`config.mk`:
```
export PLATFORM = sky130hd
export DESIGN_NAME = http_chunked_decoder_core
export DESIGN_NICKNAME = d
export VERILOG_FILES = /design/src/hw/rtl/hcd_pkg.sv /design/src/hw/rtl/hcd_front.sv /design/src/hw/rtl/hcd_queue.sv /design/src/hw/rtl/hcd_back.sv /design/src/hw/rtl/http_chunked_decoder_core.sv
export SDC_FILE = /design/constraint.sdc
export NUM_CORES = 1
export LEC_CHECK = 0
export BUFFER_PORTS_ARGS = -buffer_cell sky130_fd_sc_hd__buf_2
export CAP_MARGIN = 30
export CORE_MARGIN = 2
export CORE_UTILIZATION = 60
export DETAILED_ROUTE_END_ITERATION = 6
export GPL_ROUTABILITY_DRIVEN = 0
export GPL_TIMING_DRIVEN = 0
export PLACE_DENSITY = 0.76
export SYNTH_ARGS = -nofsm -noshare
export SYNTH_HDL_FRONTEND = slang
export SYNTH_SLANG_ARGS = --single-unit
export TNS_END_PERCENT = 10
```
`constraint.sdc`:
```
create_clock -name clk -period 8.3 [get_ports clk]
set_clock_uncertainty 0.2 [all_clocks]
set_input_delay 0.415 -clock clk [delete_from_list [all_inputs] [get_ports clk]]
set_output_delay 0.415 -clock clk [all_outputs]
set_load 0.005 [all_outputs]
```
`src/hw/rtl/hcd_pkg.sv`:
```
// Package: shared types, character codes and sizing constants of the chunked decoder.
`default_nettype none

package hcd_pkg;

  // Default width of the chunk size arithmetic; magnitudes saturate at 2^(SIZE_BITS-1)-1.
  localparam int SIZE_BITS_DEFAULT = 32;

  // Depth of the queue between front and back (power of two).
  localparam int QUEUE_DEPTH = 2;

  localparam logic [7:0] CH_CR = 8'h0D;
  localparam logic [7:0] CH_LF = 8'h0A;

  // One raw body byte as it arrives.
  typedef struct packed {
    logic [7:0] in_byte;
    logic       end_of_body;
  } in_t;

  // One decoded result.
  typedef struct packed {
    logic [7:0]  data_byte;
    logic        is_data;
    logic [2:0]  status;
    logic [31:0] discard_count;
    logic        last_item;
  } out_t;

  // A classified byte on its way from front to back.
  typedef struct packed {
    logic [7:0] in_byte;
    logic       end_of_body;
    logic       lone_lf;
  } entry_t;

endpackage

`default_nettype wire

```
`src/hw/rtl/hcd_front.sv`:
```
// Front end: accepts raw body bytes and marks each LF that lacks a preceding CR.
`default_nettype none

module hcd_front
  import hcd_pkg::*;
(
  input  wire logic   clk,
  input  wire logic   rst,
  input  wire logic   body_valid,
  output logic        body_stall,
  input  wire in_t    body,
  input  wire logic   q_ready,
  output logic        q_push,
  output entry_t      q_entry
);

  logic prev_was_cr;

  assign body_stall = !q_ready;
  assign q_push     = body_valid && q_ready;

  always_comb begin
    q_entry.in_byte     = body.in_byte;
    q_entry.end_of_body = body.end_of_body;
    q_entry.lone_lf     = (body.in_byte == CH_LF) && !prev_was_cr;
  end

  // Drop the CR history at the end of a body: the next byte starts a new one.
  always_ff @(posedge clk) begin
    if (rst) begin
      prev_was_cr <= 1'b0;
    end else if (q_push) begin
      prev_was_cr <= body.end_of_body ? 1'b0 : (body.in_byte == CH_CR);
    end
  end

endmodule

`default_nettype wire

```
`src/hw/rtl/hcd_queue.sv`:
```
// Short register queue that decouples the front end from the chunk parser.
`default_nettype none

module hcd_queue
  import hcd_pkg::*;
(
  input  wire logic   clk,
  input  wire logic   rst,
  input  wire logic   push,
  input  wire entry_t push_entry,
  output logic        ready,
  input  wire logic   pop,
  output logic        head_valid,
  output entry_t      head
);

  localparam int QPTR_W = (QUEUE_DEPTH > 1) ? $clog2(QUEUE_DEPTH) : 1;

  entry_t            slots [QUEUE_DEPTH];
  logic [QPTR_W-1:0] wr_ptr;
  logic [QPTR_W-1:0] rd_ptr;
  logic [QPTR_W:0]   count;
  logic [QPTR_W:0]   count_next;

  assign ready      = (count != (QPTR_W + 1)'(QUEUE_DEPTH));
  assign head_valid = (count != '0);
  assign head       = slots[rd_ptr];

  always_comb begin
    count_next = count;
    if (push && !pop) begin
      count_next = count + 1'b1;
    end else if (!push && pop) begin
      count_next = count - 1'b1;
    end
  end

  always_ff @(posedge clk) begin
    if (push) begin
      slots[wr_ptr] <= push_entry;
    end
  end

  always_ff @(posedge clk) begin
    if (rst) begin
      wr_ptr <= '0;
      rd_ptr <= '0;
      count  <= '0;
    end else begin
      if (push) begin
        wr_ptr <= wr_ptr + 1'b1;
      end
      if (pop) begin
        rd_ptr <= rd_ptr + 1'b1;
      end
      count <= count_next;
    end
  end

endmodule

`default_nettype wire

```
`src/hw/rtl/hcd_back.sv`:
```
// Back end: chunk size parser, payload counter, status generation and output register.
`default_nettype none

module hcd_back
  import hcd_pkg::*;
#(
  parameter int SIZE_BITS = SIZE_BITS_DEFAULT
) (
  input  wire logic   clk,
  input  wire logic   rst,
  input  wire logic   head_valid,
  input  wire entry_t head,
  output logic        pop,
  output logic        result_valid,
  input  wire logic   result_stall,
  output out_t        result
);

  localparam int DW = SIZE_BITS - 1;

  localparam logic [1:0] PH_SIZE = 2'd0;
  localparam logic [1:0] PH_DATA = 2'd1;
  localparam logic [1:0] PH_SKIP = 2'd2;
  localparam logic [1:0] PH_DONE = 2'd3;

  localparam logic [2:0] ST_LEAD   = 3'd0;
  localparam logic [2:0] ST_SIGNED = 3'd1;
  localparam logic [2:0] ST_ZERO   = 3'd2;
  localparam logic [2:0] ST_DIGITS = 3'd3;
  localparam logic [2:0] ST_STOP   = 3'd4;

  localparam logic [1:0] SUB_FIRST  = 2'd0;
  localparam logic [1:0] SUB_LF     = 2'd1;
  localparam logic [1:0] SUB_STATUS = 2'd2;

  localparam logic [2:0] STS_NONE      = 3'd0;
  localparam logic [2:0] STS_ZERO_END  = 3'd1;
  localparam logic [2:0] STS_IN_LINE   = 3'd2;
  localparam logic [2:0] STS_CUT_SHORT = 3'd3;
  localparam logic [2:0] STS_NEGATIVE  = 3'd4;

  localparam logic [7:0] CH_SPACE = 8'h20;
  localparam logic [7:0] CH_PLUS  = 8'h2B;
  localparam logic [7:0] CH_MINUS = 8'h2D;
  localparam logic [7:0] CH_ZERO  = 8'h30;
  localparam logic [7:0] CH_XL    = 8'h78;
  localparam logic [7:0] CH_XU    = 8'h58;

  // Bit 4 flags a hex digit, bits 3:0 hold its value.
  function automatic logic [4:0] hex_decode(input logic [7:0] c);
    logic [4:0] r;
    r = 5'd0;
    if (c >= 8'h30 && c <= 8'h39) begin
      r = {1'b1, 4'(c - 8'h30)};
    end else if (c >= 8'h61 && c <= 8'h66) begin
      r = {1'b1, 4'(c - 8'h57)};
    end else if (c >= 8'h41 && c <= 8'h46) begin
      r = {1'b1, 4'(c - 8'h37)};
    end
    return r;
  endfunction

  logic [1:0]    phase, phase_next;
  logic [2:0]    step, step_next;
  logic          size_negative, size_negative_next;
  logic [DW-1:0] size_value, size_value_next;
  logic [DW-1:0] bytes_left, bytes_left_next;
  logic [DW-1:0] bytes_emitted, bytes_emitted_next;
  logic          pending_cr, pending_cr_next;
  logic [1:0]    trailer_skip, trailer_skip_next;
  logic [1:0]    sub, sub_next;

  logic          adv;
  logic          emit;
  out_t          emit_item;
  logic [7:0]    feed_c;
  logic [4:0]    hex;
  logic [DW+3:0] acc;
  logic [DW-1:0] digit_value;
  logic          blank;
  logic [2:0]    s;
  logic [1:0]    t;
  logic          take_signed;
  logic          take_digits;
  logic [31:0]   emitted_wide;

  // Each step emits at most one item, so advance only when the output register is free.
  assign adv = head_valid && (!result_valid || !result_stall);

  assign feed_c = (sub == SUB_LF) ? CH_LF : (head.lone_lf ? CH_CR : head.in_byte);
  assign hex    = hex_decode(feed_c);
  assign blank  = (feed_c == CH_SPACE) || (feed_c >= 8'h09 && feed_c <= 8'h0D);

  // Saturate when the shifted value plus digit leaves the magnitude range.
  assign acc          = {size_value, 4'b0000} + (DW + 4)'(hex[3:0]);
  assign digit_value  = (|acc[DW+3:DW]) ? '1 : acc[DW-1:0];
  assign emitted_wide = 32'(bytes_emitted);

  always_comb begin
    phase_next         = phase;
    step_next          = step;
    size_negative_next = size_negative;
    size_value_next    = size_value;
    bytes_left_next    = bytes_left;
    bytes_emitted_next = bytes_emitted;
    pending_cr_next    = pending_cr;
    trailer_skip_next  = trailer_skip;
    sub_next           = sub;
    pop                = 1'b0;
    emit               = 1'b0;
    emit_item          = '0;
    s                  = step;
    t                  = trailer_skip;
    take_signed        = 1'b0;
    take_digits        = 1'b0;

    if (adv && sub != SUB_STATUS) begin
      unique case (phase)
        PH_SIZE: begin
          if (pending_cr && feed_c == CH_LF) begin
            pending_cr_next = 1'b0;
            if (size_value == '0) begin
              size_negative_next = 1'b0;
              phase_next         = PH_DONE;
            end else if (size_negative) begin
              phase_next = PH_DONE;
            end else begin
              phase_next         = PH_DATA;
              bytes_left_next    = size_value;
              bytes_emitted_next = '0;
              size_value_next    = '0;
              step_next          = ST_LEAD;
            end
          end else begin
            // A held CR that no LF follows acts as a blank.
            if (pending_cr) begin
              s = (step == ST_LEAD) ? ST_LEAD : ST_STOP;
            end
            step_next = s;
            if (feed_c == CH_CR) begin
              pending_cr_next = 1'b1;
            end else begin
              pending_cr_next = 1'b0;
              unique case (s)
                ST_LEAD: begin
                  if (blank) begin
                    step_next = s;
                  end else if (feed_c == CH_PLUS || feed_c == CH_MINUS) begin
                    size_negative_next = (feed_c == CH_MINUS);
                    step_next          = ST_SIGNED;
                  end else begin
                    take_signed = 1'b1;
                  end
                end
                ST_SIGNED: take_signed = 1'b1;
                ST_ZERO: begin
                  if (feed_c == CH_XL || feed_c == CH_XU) begin
                    step_next = ST_DIGITS;
                  end else begin
                    take_digits = 1'b1;
                  end
                end
                ST_DIGITS: take_digits = 1'b1;
                default: step_next = s;
              endcase
              if (take_signed && feed_c == CH_ZERO) begin
                step_next = ST_ZERO;
              end else if (take_signed || take_digits) begin
                if (hex[4]) begin
                  size_value_next = digit_value;
                  step_next       = ST_DIGITS;
                end else begin
                  step_next = ST_STOP;
                end
              end
            end
          end
        end
        PH_DATA: begin
          bytes_left_next    = bytes_left - 1'b1;
          bytes_emitted_next = bytes_emitted + 1'b1;
          if (bytes_left == DW'(1)) begin
            phase_next        = PH_SKIP;
            trailer_skip_next = 2'd2;
          end
        end
        PH_SKIP: begin
          if (t != 2'd0) begin
            t = t - 1'b1;
          end
          trailer_skip_next = t;
          if (t == 2'd0) begin
            phase_next         = PH_SIZE;
            step_next          = ST_LEAD;
            size_negative_next = 1'b0;
            size_value_next    = '0;
            pending_cr_next    = 1'b0;
          end
        end
        default: begin
        end
      endcase

      if (phase == PH_DATA) begin
        emit                = 1'b1;
        emit_item.data_byte = feed_c;
        emit_item.is_data   = 1'b1;
        emit_item.status    = STS_NONE;
        // The LF half of a lone LF produces a byte only if the CR left the chunk open.
        if (sub == SUB_FIRST) begin
          emit_item.last_item = !(head.lone_lf && phase_next == PH_DATA) && !head.end_of_body;
        end else begin
          emit_item.last_item = !head.end_of_body;
        end
      end

      if (sub == SUB_FIRST && head.lone_lf) begin
        sub_next = SUB_LF;
      end else if (head.end_of_body) begin
        sub_next = SUB_STATUS;
      end else begin
        sub_next = SUB_FIRST;
        pop      = 1'b1;
      end
    end else if (adv) begin
      emit                = 1'b1;
      emit_item.is_data   = 1'b0;
      emit_item.last_item = 1'b1;
      if (phase == PH_DONE) begin
        emit_item.status = size_negative ? STS_NEGATIVE : STS_ZERO_END;
      end else if (phase == PH_DATA) begin
        emit_item.status        = STS_CUT_SHORT;
        emit_item.discard_count = emitted_wide;
      end else begin
        emit_item.status = STS_IN_LINE;
      end
      // Return to the reset state for the next body.
      phase_next         = PH_SIZE;
      step_next          = ST_LEAD;
      size_negative_next = 1'b0;
      size_value_next    = '0;
      bytes_left_next    = '0;
      bytes_emitted_next = '0;
      pending_cr_next    = 1'b0;
      trailer_skip_next  = 2'd0;
      sub_next           = SUB_FIRST;
      pop                = 1'b1;
    end
  end

  always_ff @(posedge clk) begin
    if (rst) begin
      phase         <= PH_SIZE;
      step          <= ST_LEAD;
      size_negative <= 1'b0;
      size_value    <= '0;
      bytes_left    <= '0;
      bytes_emitted <= '0;
      pending_cr    <= 1'b0;
      trailer_skip  <= 2'd0;
      sub           <= SUB_FIRST;
      result_valid  <= 1'b0;
    end else begin
      phase         <= phase_next;
      step          <= step_next;
      size_negative <= size_negative_next;
      size_value    <= size_value_next;
      bytes_left    <= bytes_left_next;
      bytes_emitted <= bytes_emitted_next;
      pending_cr    <= pending_cr_next;
      trailer_skip  <= trailer_skip_next;
      sub           <= sub_next;
      if (emit) begin
        result_valid <= 1'b1;
      end else if (!result_stall) begin
        result_valid <= 1'b0;
      end
    end
  end

  always_ff @(posedge clk) begin
    if (emit) begin
      result <= emit_item;
    end
  end

  a_lf_step_needs_lone_lf: assert property (@(posedge clk) disable iff (rst)
    (sub == SUB_LF) |-> (head_valid && head.lone_lf))
    else $error("LF step without a lone LF at the queue head");

  a_status_step_needs_eob: assert property (@(posedge clk) disable iff (rst)
    (sub == SUB_STATUS) |-> (head_valid && head.end_of_body))
    else $error("status step without end of body at the queue head");

  a_status_resets_parser: assert property (@(posedge clk) disable iff (rst)
    (adv && sub == SUB_STATUS) |=> (phase == PH_SIZE && step == ST_LEAD && sub == SUB_FIRST))
    else $error("parser not back in reset state after a status item");

  a_data_has_no_status: assert property (@(posedge clk) disable iff (rst)
    (result_valid && result.is_data) |-> (result.status == STS_NONE))
    else $error("payload item carries a status code");

  a_skip_counter_live: assert property (@(posedge clk) disable iff (rst)
    (phase == PH_SKIP) |-> (trailer_skip != 2'd0))
    else $error("trailer skip phase with an empty skip count");

endmodule

`default_nettype wire

```
`src/hw/rtl/http_chunked_decoder_core.sv`:
```
// Top level of the streaming HTTP chunked transfer body decoder.
//
// The block takes one raw body byte per item on the body channel and returns decoded
// payload bytes and one status item per body on the result channel. A lone LF is first
// turned into CR LF, also inside chunk data, where both bytes pass out. A size line up to
// CR LF is read as a signed hex number (leading blanks, optional sign, optional 0x, digits,
// anything else ignored), saturating at 2^(SIZE_BITS-1)-1; that many bytes pass out and the
// next two are skipped. A zero size ends decoding, a negative one ends it with an error.
// The byte marked end_of_body always yields a status item (1 zero chunk, 2 ended in a size
// line or trailer, 3 chunk cut short with discard_count bytes already sent that should be
// thrown away, 4 negative size) and the decoder returns to its reset state. last_item marks
// the final result of each input byte; a byte may produce no result at all.
// Timing: the front end takes a byte every cycle while its two-entry queue has room. The
// parser in the back end handles a lone LF as a CR step followed by an LF step and gives an
// end-of-body byte one more step for the status item; a stream of ordinary bytes runs at
// one byte per cycle while the output is not stalled. The back end advances only while its
// output register is empty or being taken.
`default_nettype none

module http_chunked_decoder_core
  import hcd_pkg::*;
#(
  parameter int SIZE_BITS = SIZE_BITS_DEFAULT
) (
  input  wire logic clk,
  input  wire logic rst,
  input  wire logic body_valid,
  output logic      body_stall,
  input  wire in_t  body,
  output logic      result_valid,
  input  wire logic result_stall,
  output out_t      result
);

  logic   q_ready;
  logic   q_push;
  entry_t q_entry;
  logic   q_pop;
  logic   q_head_valid;
  entry_t q_head;

  // Classify each byte and hold the CR history.
  hcd_front u_front (
    .clk        (clk),
    .rst        (rst),
    .body_valid (body_valid),
    .body_stall (body_stall),
    .body       (body),
    .q_ready    (q_ready),
    .q_push     (q_push),
    .q_entry    (q_entry)
  );

  // Buffer classified bytes so input keeps flowing while the parser waits on the output.
  hcd_queue u_queue (
    .clk        (clk),
    .rst        (rst),
    .push       (q_push),
    .push_entry (q_entry),
    .ready      (q_ready),
    .pop        (q_pop),
    .head_valid (q_head_valid),
    .head       (q_head)
  );

  // Parse sizes, count payload and report the ending.
  hcd_back #(
    .SIZE_BITS (SIZE_BITS)
  ) u_back (
    .clk          (clk),
    .rst          (rst),
    .head_valid   (q_head_valid),
    .head         (q_head),
    .pop          (q_pop),
    .result_valid (result_valid),
    .result_stall (result_stall),
    .result       (result)
  );

endmodule

`default_nettype wire
```
== Yosys cells after proc, flatten, opt, wreduce, memory -nomap -nowiden ==
Memory sizes are Yosys's and may differ from the RTL's. A register that Yosys moved wholly into a read port is not among the register bits.
Index checks and enable logic that the tools add are counted.

* Add/subtract/negate cells: 11
* Multipliers: 0
* Div/mod/pow operators: 0
* Order comparisons: 8
* Equal/unequal tests: 40
* Shift-type cells: 0
* Multiplexer cells: 116
* Bitwise gates (word level): 2
* Reductions and logical operators: 48

{| class="wikitable"
|+ Operator list
! operator !! count
|-
| two-way mux 31 bit || 18
|-
| case mux 31 bit (2 select lines) || 3
|-
| two-way mux 3 bit || 20
|-
| two-way mux 1 bit || 40
|-
| two-way mux 2 bit || 18
|-
| two-way mux 36 bit || 1
|-
| inequality test 4 bit (second input constant) || 9
|-
| adder 35 x 4 -> 35 bit || 1
|-
| == test 8 x 4 -> 1 bit (second input constant) || 4
|-
| == test 8 x 6 -> 1 bit (second input constant) || 4
|-
| two-way mux 32 bit || 1
|-
| adder 31 x 1 -> 31 bit (second input constant) || 1
|-
| == test 31 x 1 -> 1 bit (second input constant) || 1
|-
| logical NOT 31 bit || 1
|-
| subtractor 31 x 1 -> 31 bit (second input constant) || 1
|-
| inequality test 3 bit (second input constant) || 8
|-
| == test 8 x 7 -> 1 bit (second input constant) || 2
|-
| greater-or-equal comparator 8 x 7 -> 1 bit (second input constant) || 2
|-
| less-or-equal comparator 8 x 7 -> 1 bit (second input constant) || 2
|-
| two-way mux 8 bit || 2
|-
| logical AND 1 bit || 15
|-
| two-way mux 5 bit || 3
|-
| case mux 3 bit (2 select lines) || 2
|-
| AND reduction 5 bit || 2
|-
| 32 further kinds || 64
|}

* Register bits: 155
* Latch bits: 0
* Bits in writable memories: 20
* Memory bits (read-only): 0
* Input port bits: 13
* Output and inout port bits: 47
* Logic and storage cells: 246
* Memories kept: 1

{| class="wikitable"
|+ Memories
! name !! depth !! width !! read ports !! clocked after memory_dff !! write ports !! line !! RTL
|-
| u_queue.slots || 2 || 10 || 1 || 1 || 1 || hcd_queue.sv:19 || <nowiki>entry_t slots [QUEUE_DEPTH];</nowiki>
|}

== Depth between registers and ports, before layout ==
* Word-level depth: 20
* Gate-level depth with buffers: 16
* Gate-level depth less buffers: 11

== Modules after synthesis ==
Synthesis repeated with hierarchy kept, for this count alone.

* Cells, all modules: 955
* Area total of the unflattened synthesis: 8654.6 sq um

{| class="wikitable"
|+ By module, submodules not included
! module !! times used !! cells an instance !! area an instance (sq um) !! seq. area each (sq um)
|-
| hcd_back || 1 || 881 || 7566.0 || 3423.3
|-
| hcd_queue || 1 || 53 || 925.9 || 700.7
|-
| hcd_front || 1 || 21 || 162.7 || 20.0
|}

== Worst setup path before layout ==
OpenSTA, ideal clock, no wires.

* Path kind: reg2reg
* Start point: register (tool-made name)
* End point: register u_back.size_value[21]
* Setup time: 0.121 ns
* Data arrival time: 3.544 ns
* Required time: 7.979 ns
* Path slack: 4.436 ns
* Stages on the path, launching flop included: 17
* Path buffers: 5
* Clock period less this slack: 3.864 ns
* Cells stage by stage: dfxtp_1 -> buf_2 -> buf_6 -> buf_2 -> mux2_2 -> o21ai_0 -> inv_1 -> ha_1 -> nor2_1 -> a31oi_1 -> o21bai_1 -> a211oi_2 -> o21ai_1 -> a21o_1 -> buf_4 -> buf_6 -> mux2_2

{| class="wikitable"
|+ RTL lines
! item !! line !! RTL
|-
| to (signal assigned) || hcd_back.sv:267 || <nowiki>size_value <= size_value_next;</nowiki>
|-
| to (decl) || hcd_back.sv:66 || <nowiki>logic [DW-1:0] size_value, size_value_next;</nowiki>
|}

==> PnR_summary.wiki <==
{| class="wikitable"
! Metric !! Value
|-
| HPWL after detailed placement || 16,300 um
|-
| Maximum clock insertion buffer count || 2
|-
| Dominant cell type by count on the critical path || sky130_fd_sc_hd__buf_2
|-
| Fraction of post-synthesis cell area in the top cell type by area || 24.4%
|-
| Clock root cell || sky130_fd_sc_hd__clkbuf_16
|-
| Clock network power share || 29.1%
|-
| Post-layout minimum cycle time || 4.70 ns
|-
| Hold bufs inserted after CTS || 9
|-
| Detail Route Antenna Nets || 0
|-
| Cell type group with the largest total delay on the critical path || compound AO/OA/AOI/OAI gates
|-
| Mapped Nets || 1,032
|-
| Largest net degree at the start of global routing || 30
|-
| Most numerous cell types in the synthesized netlist || 123 x sky130_fd_sc_hd__nor2_1, 111 x sky130_fd_sc_hd__dfxtp_1, 64 x sky130_fd_sc_hd__edfxtp_1
|-
| Total CTS buffers || 17
|-
| Final antenna diode count || 0
|-
| DR vias/cell || 6.22
|-
| Critical Setup Path Class || register to register
|-
| Buffers added on ports || 57
|-
| HP Class || input pin to register
|-
| Via count || 8,043
|-
| Antenna violations before repair || 0
|-
| Number of iterations in the first detailed-routing pass || 5
|-
| Synth area leader || sky130_fd_sc_hd__dfxtp_1
|-
| Boundary pin count || 60
|-
| Count of state elements after synthesis || 175
|-
| Worst Max-Slew Pin Slew || 0.958 ns
|-
| Final layout net count || 1,119
|-
| Setup violators final || 0
|-
| Post-synth design cell area || 9100 um2
|-
| Max-cap violations || 0
|-
| Most utilized layer in the global route result || met2
|-
| Total gr overflow || 0
|-
| Net Switching || 931 uW
|-
| Dominant register cell in the synthesized netlist || sky130_fd_sc_hd__dfxtp_1
|-
| Worst Path Buf+Inv || 4
|-
| First-pass GRT wire length || 37,800 um
|-
| Total global routing track utilization || 29.3%
|-
| Post-CTS Setup Bufs || 0
|-
| CP Max Fanout || 10
|-
| Number of H-tree levels || 4
|-
| Met3 global-route usage || 5.07%
|-
| GR met2 Demand/Resource || 47.3%
|-
| WP data required || 8.47 ns
|-
| Starting DRT DRC Count || 805
|-
| Insertion delay of the later-clocked pin in the worst-skew pair || 0.44 ns
|-
| Reg2reg setup slack || 3.60 ns
|-
| Worst vdd rail ir drop || 0.168 mV
|-
| Gate count after technology mapping || 1,006
|-
| Share of flip-flops with an asynchronous set or reset after synthesis || 0%
|-
| Post-cts resize count || 0
|-
| Sequential fraction of the synthesis area || 45.5%
|-
| Outcome || finished, final reports clean
|-
| TritonCTS sink count || 175
|-
| Critical path, cell by cell || buf_2, buf_6, buf_2, mux2_2, o21ai_0, ha_1, o311ai_1, a21oi_2, a311oi_4, nor2_2, clkbuf_1, o2111ai_1, a21oi_1
|-
| Distinct cell type count of the synthesized netlist || 73
|-
| Floorplan core area || 15,000 um2
|-
| Endpoint class of the critical path || register
|-
| Setup TNS || 0 ns
|-
| Slowest-stage cell, CP || sky130_fd_sc_hd__o21ai_0
|-
| Maximum single-stage delay on the critical path || 0.67 ns
|-
| Power density over the cells || 250 nW/um2
|-
| Die ar. || 16,200 um2
|-
| Unrepaired setup endpoints after global routing || false
|-
| Detailed-route DRC error count || 0
|-
| Final Hold Viols || 0
|-
| Clock tree from TritonCTS || done
|-
| Total number of placement rows || 45
|-
| Biggest area contributors in the synthesized netlist || sky130_fd_sc_hd__dfxtp_1 24%, sky130_fd_sc_hd__edfxtp_1 21%, sky130_fd_sc_hd__nor2_1 5.1%
|-
| Warning count from the yosys run || 0
|-
| Fin crit share || 56.6%
|-
| Register clock-pin slew on the reported worst setup and hold paths || 0.07 ns
|-
| Most frequent cell after synthesis || sky130_fd_sc_hd__nor2_1
|-
| Share of power burned in combinational logic || 32.6%
|-
| Area growth from synthesis to final layout || 12.9%
|-
| Sum of internal, switching and leakage power || 2570 uW
|-
| Relative max-transition margin || 35.6%
|-
| Vertical extent of the die || 127 um
|-
| Number of max-slew violations in the final report || 0
|-
| Arrival time of data at the critical path endpoint || 4.87 ns
|-
| Wire per inst || 17.9 um
|-
| Crit path launch type || register
|-
| Part of the total power dissipated in sequential elements || 38.3%
|-
| Cell Int Power || 1640 uW
|-
| Average cell area after synthesis || 9.05 um2
|-
| Number of flops mapped to enable cells by yosys || 64
|-
| Horizontal extent of the die || 127 um
|-
| Via count of the first global-routing pass || 7,467
|-
| Sw frac || 36.3%
|-
| Initial standard-cell utilization of the core || 60.6%
|-
| Met1 usage || 39.3%
|-
| Standby leakage power || 0.00370 uW
|-
| Layout cell share with drive strength beyond 1 || 13.1%
|-
| Max frequency || 213 MHz
|-
| Final Routed Wirelength || 23,200 um
|}
==> metrics by stage <==
stage	cell area [um2]	cells	hold WS, ns	setup WS (ns)	utilization [%]
after floorplan	9100	1006	0.245	4.44	-
after global placement	9630	1251	0.258	3.43	64.0
after detailed placement	9650	1253	0.263	3.78	64.2
after CTS	10300	1294	0.0451	3.73	68.4
after global routing	10300	1294	0.0716	3.40	68.4
final	10300	1294	0.0461	3.60	68.4
==> worst min-delay path, cell delays in order <==
cell	delay [ns]
sky130_fd_sc_hd__buf_2	0.10
sky130_fd_sc_hd__a21oi_1	0.06
sky130_fd_sc_hd__nor2_1	0.07
==> cell families after synthesis <==
| family | synth area share, % |
|---|---|
| simple gates | 26.2 |
| fa+ha+maj | 1.79 |
| mux | 5.44 |
| flops | 45.5 |
| compound gates | 14.2 |
| buf+inv | 4.04 |
| other cells | 0.0412 |
| xor+xnor | 2.79 |
==> final timing paths <==
kind | startpoint | end | cells after the start
worst max-delay path | register | u_back.bytes_left[26] | 13
worst min-delay path | result_stall | u_back.result_valid | 3
worst max register to register | register | u_back.bytes_left[26] | 13
worst min register to register | u_back.trailer_skip[0] | u_back.trailer_skip[0] | 2
==> cells in the final DEF (no fill, tap or decap), types with 25 or more instances in the layout <==
cell	synthesis	routed
sky130_fd_sc_hd__nor2_1	123	123
sky130_fd_sc_hd__dfxtp_1	111	111
sky130_fd_sc_hd__buf_2	8	66
sky130_fd_sc_hd__edfxtp_1	64	64
sky130_fd_sc_hd__a21oi_1	61	61
sky130_fd_sc_hd__nand2_1	60	59
sky130_fd_sc_hd__nor3_1	58	58
sky130_fd_sc_hd__o21ai_0	49	49
sky130_fd_sc_hd__clkbuf_1	45	47
sky130_fd_sc_hd__nor2b_1	39	39
sky130_fd_sc_hd__and2_1	35	35
sky130_fd_sc_hd__mux2_2	28	28
sky130_fd_sc_hd__nand3_1	28	28
sky130_fd_sc_hd__nor4_1	25	25
==> per-layer routing <==
layer	routed length, um	up-vias
met5	0	-
met2	10800	363
met1	9950	3773
met4	750	0
met3	1740	61
li1	-	3846
==> cell type report <==
type	instances	area [um2]
fillers	1212	4750
multi-input cells	747	4600
flip-flops and latches	175	4140
clock buffers	20	458
repair buffers	68	400
plain buffers	63	289
well taps	188	235
clock inverters	12	82.6
inverters	21	78.8
==> flip-flops by register name, indices dropped and copies added, names as in the netlist, named ones only <==
| signal | flops |
|---|---|
| u_back.sub | 2 |
| u_front.prev_was_cr | 1 |
| u_back.pending_cr | 1 |
| u_queue.wr_ptr | 1 |
| u_back.size_value | 31 |
| u_back.trailer_skip | 2 |
| u_back.phase | 2 |
| u_back.result_valid | 1 |
| u_queue.count | 2 |
| u_back.bytes_left | 31 |
| u_back.result | 44 |
| u_queue.slots | 20 |
| u_back.bytes_emitted | 31 |
| u_back.size_negative | 1 |
| u_queue.rd_ptr | 1 |
| u_back.step | 3 |
==> power by group through the flow <==
stage / Sequential (uW) / Combinational [uW] / Clock (uW)
final: 983 / 838 / 747
after global routing: 990 / 918 / 788
after CTS: 983 / 823 / 752
after detailed placement: 1000 / 815 / 0
after global placement: 1000 / 805 / 0
after floorplan: 995 / 613 / 0
Power figures use the tool's default switching activity.
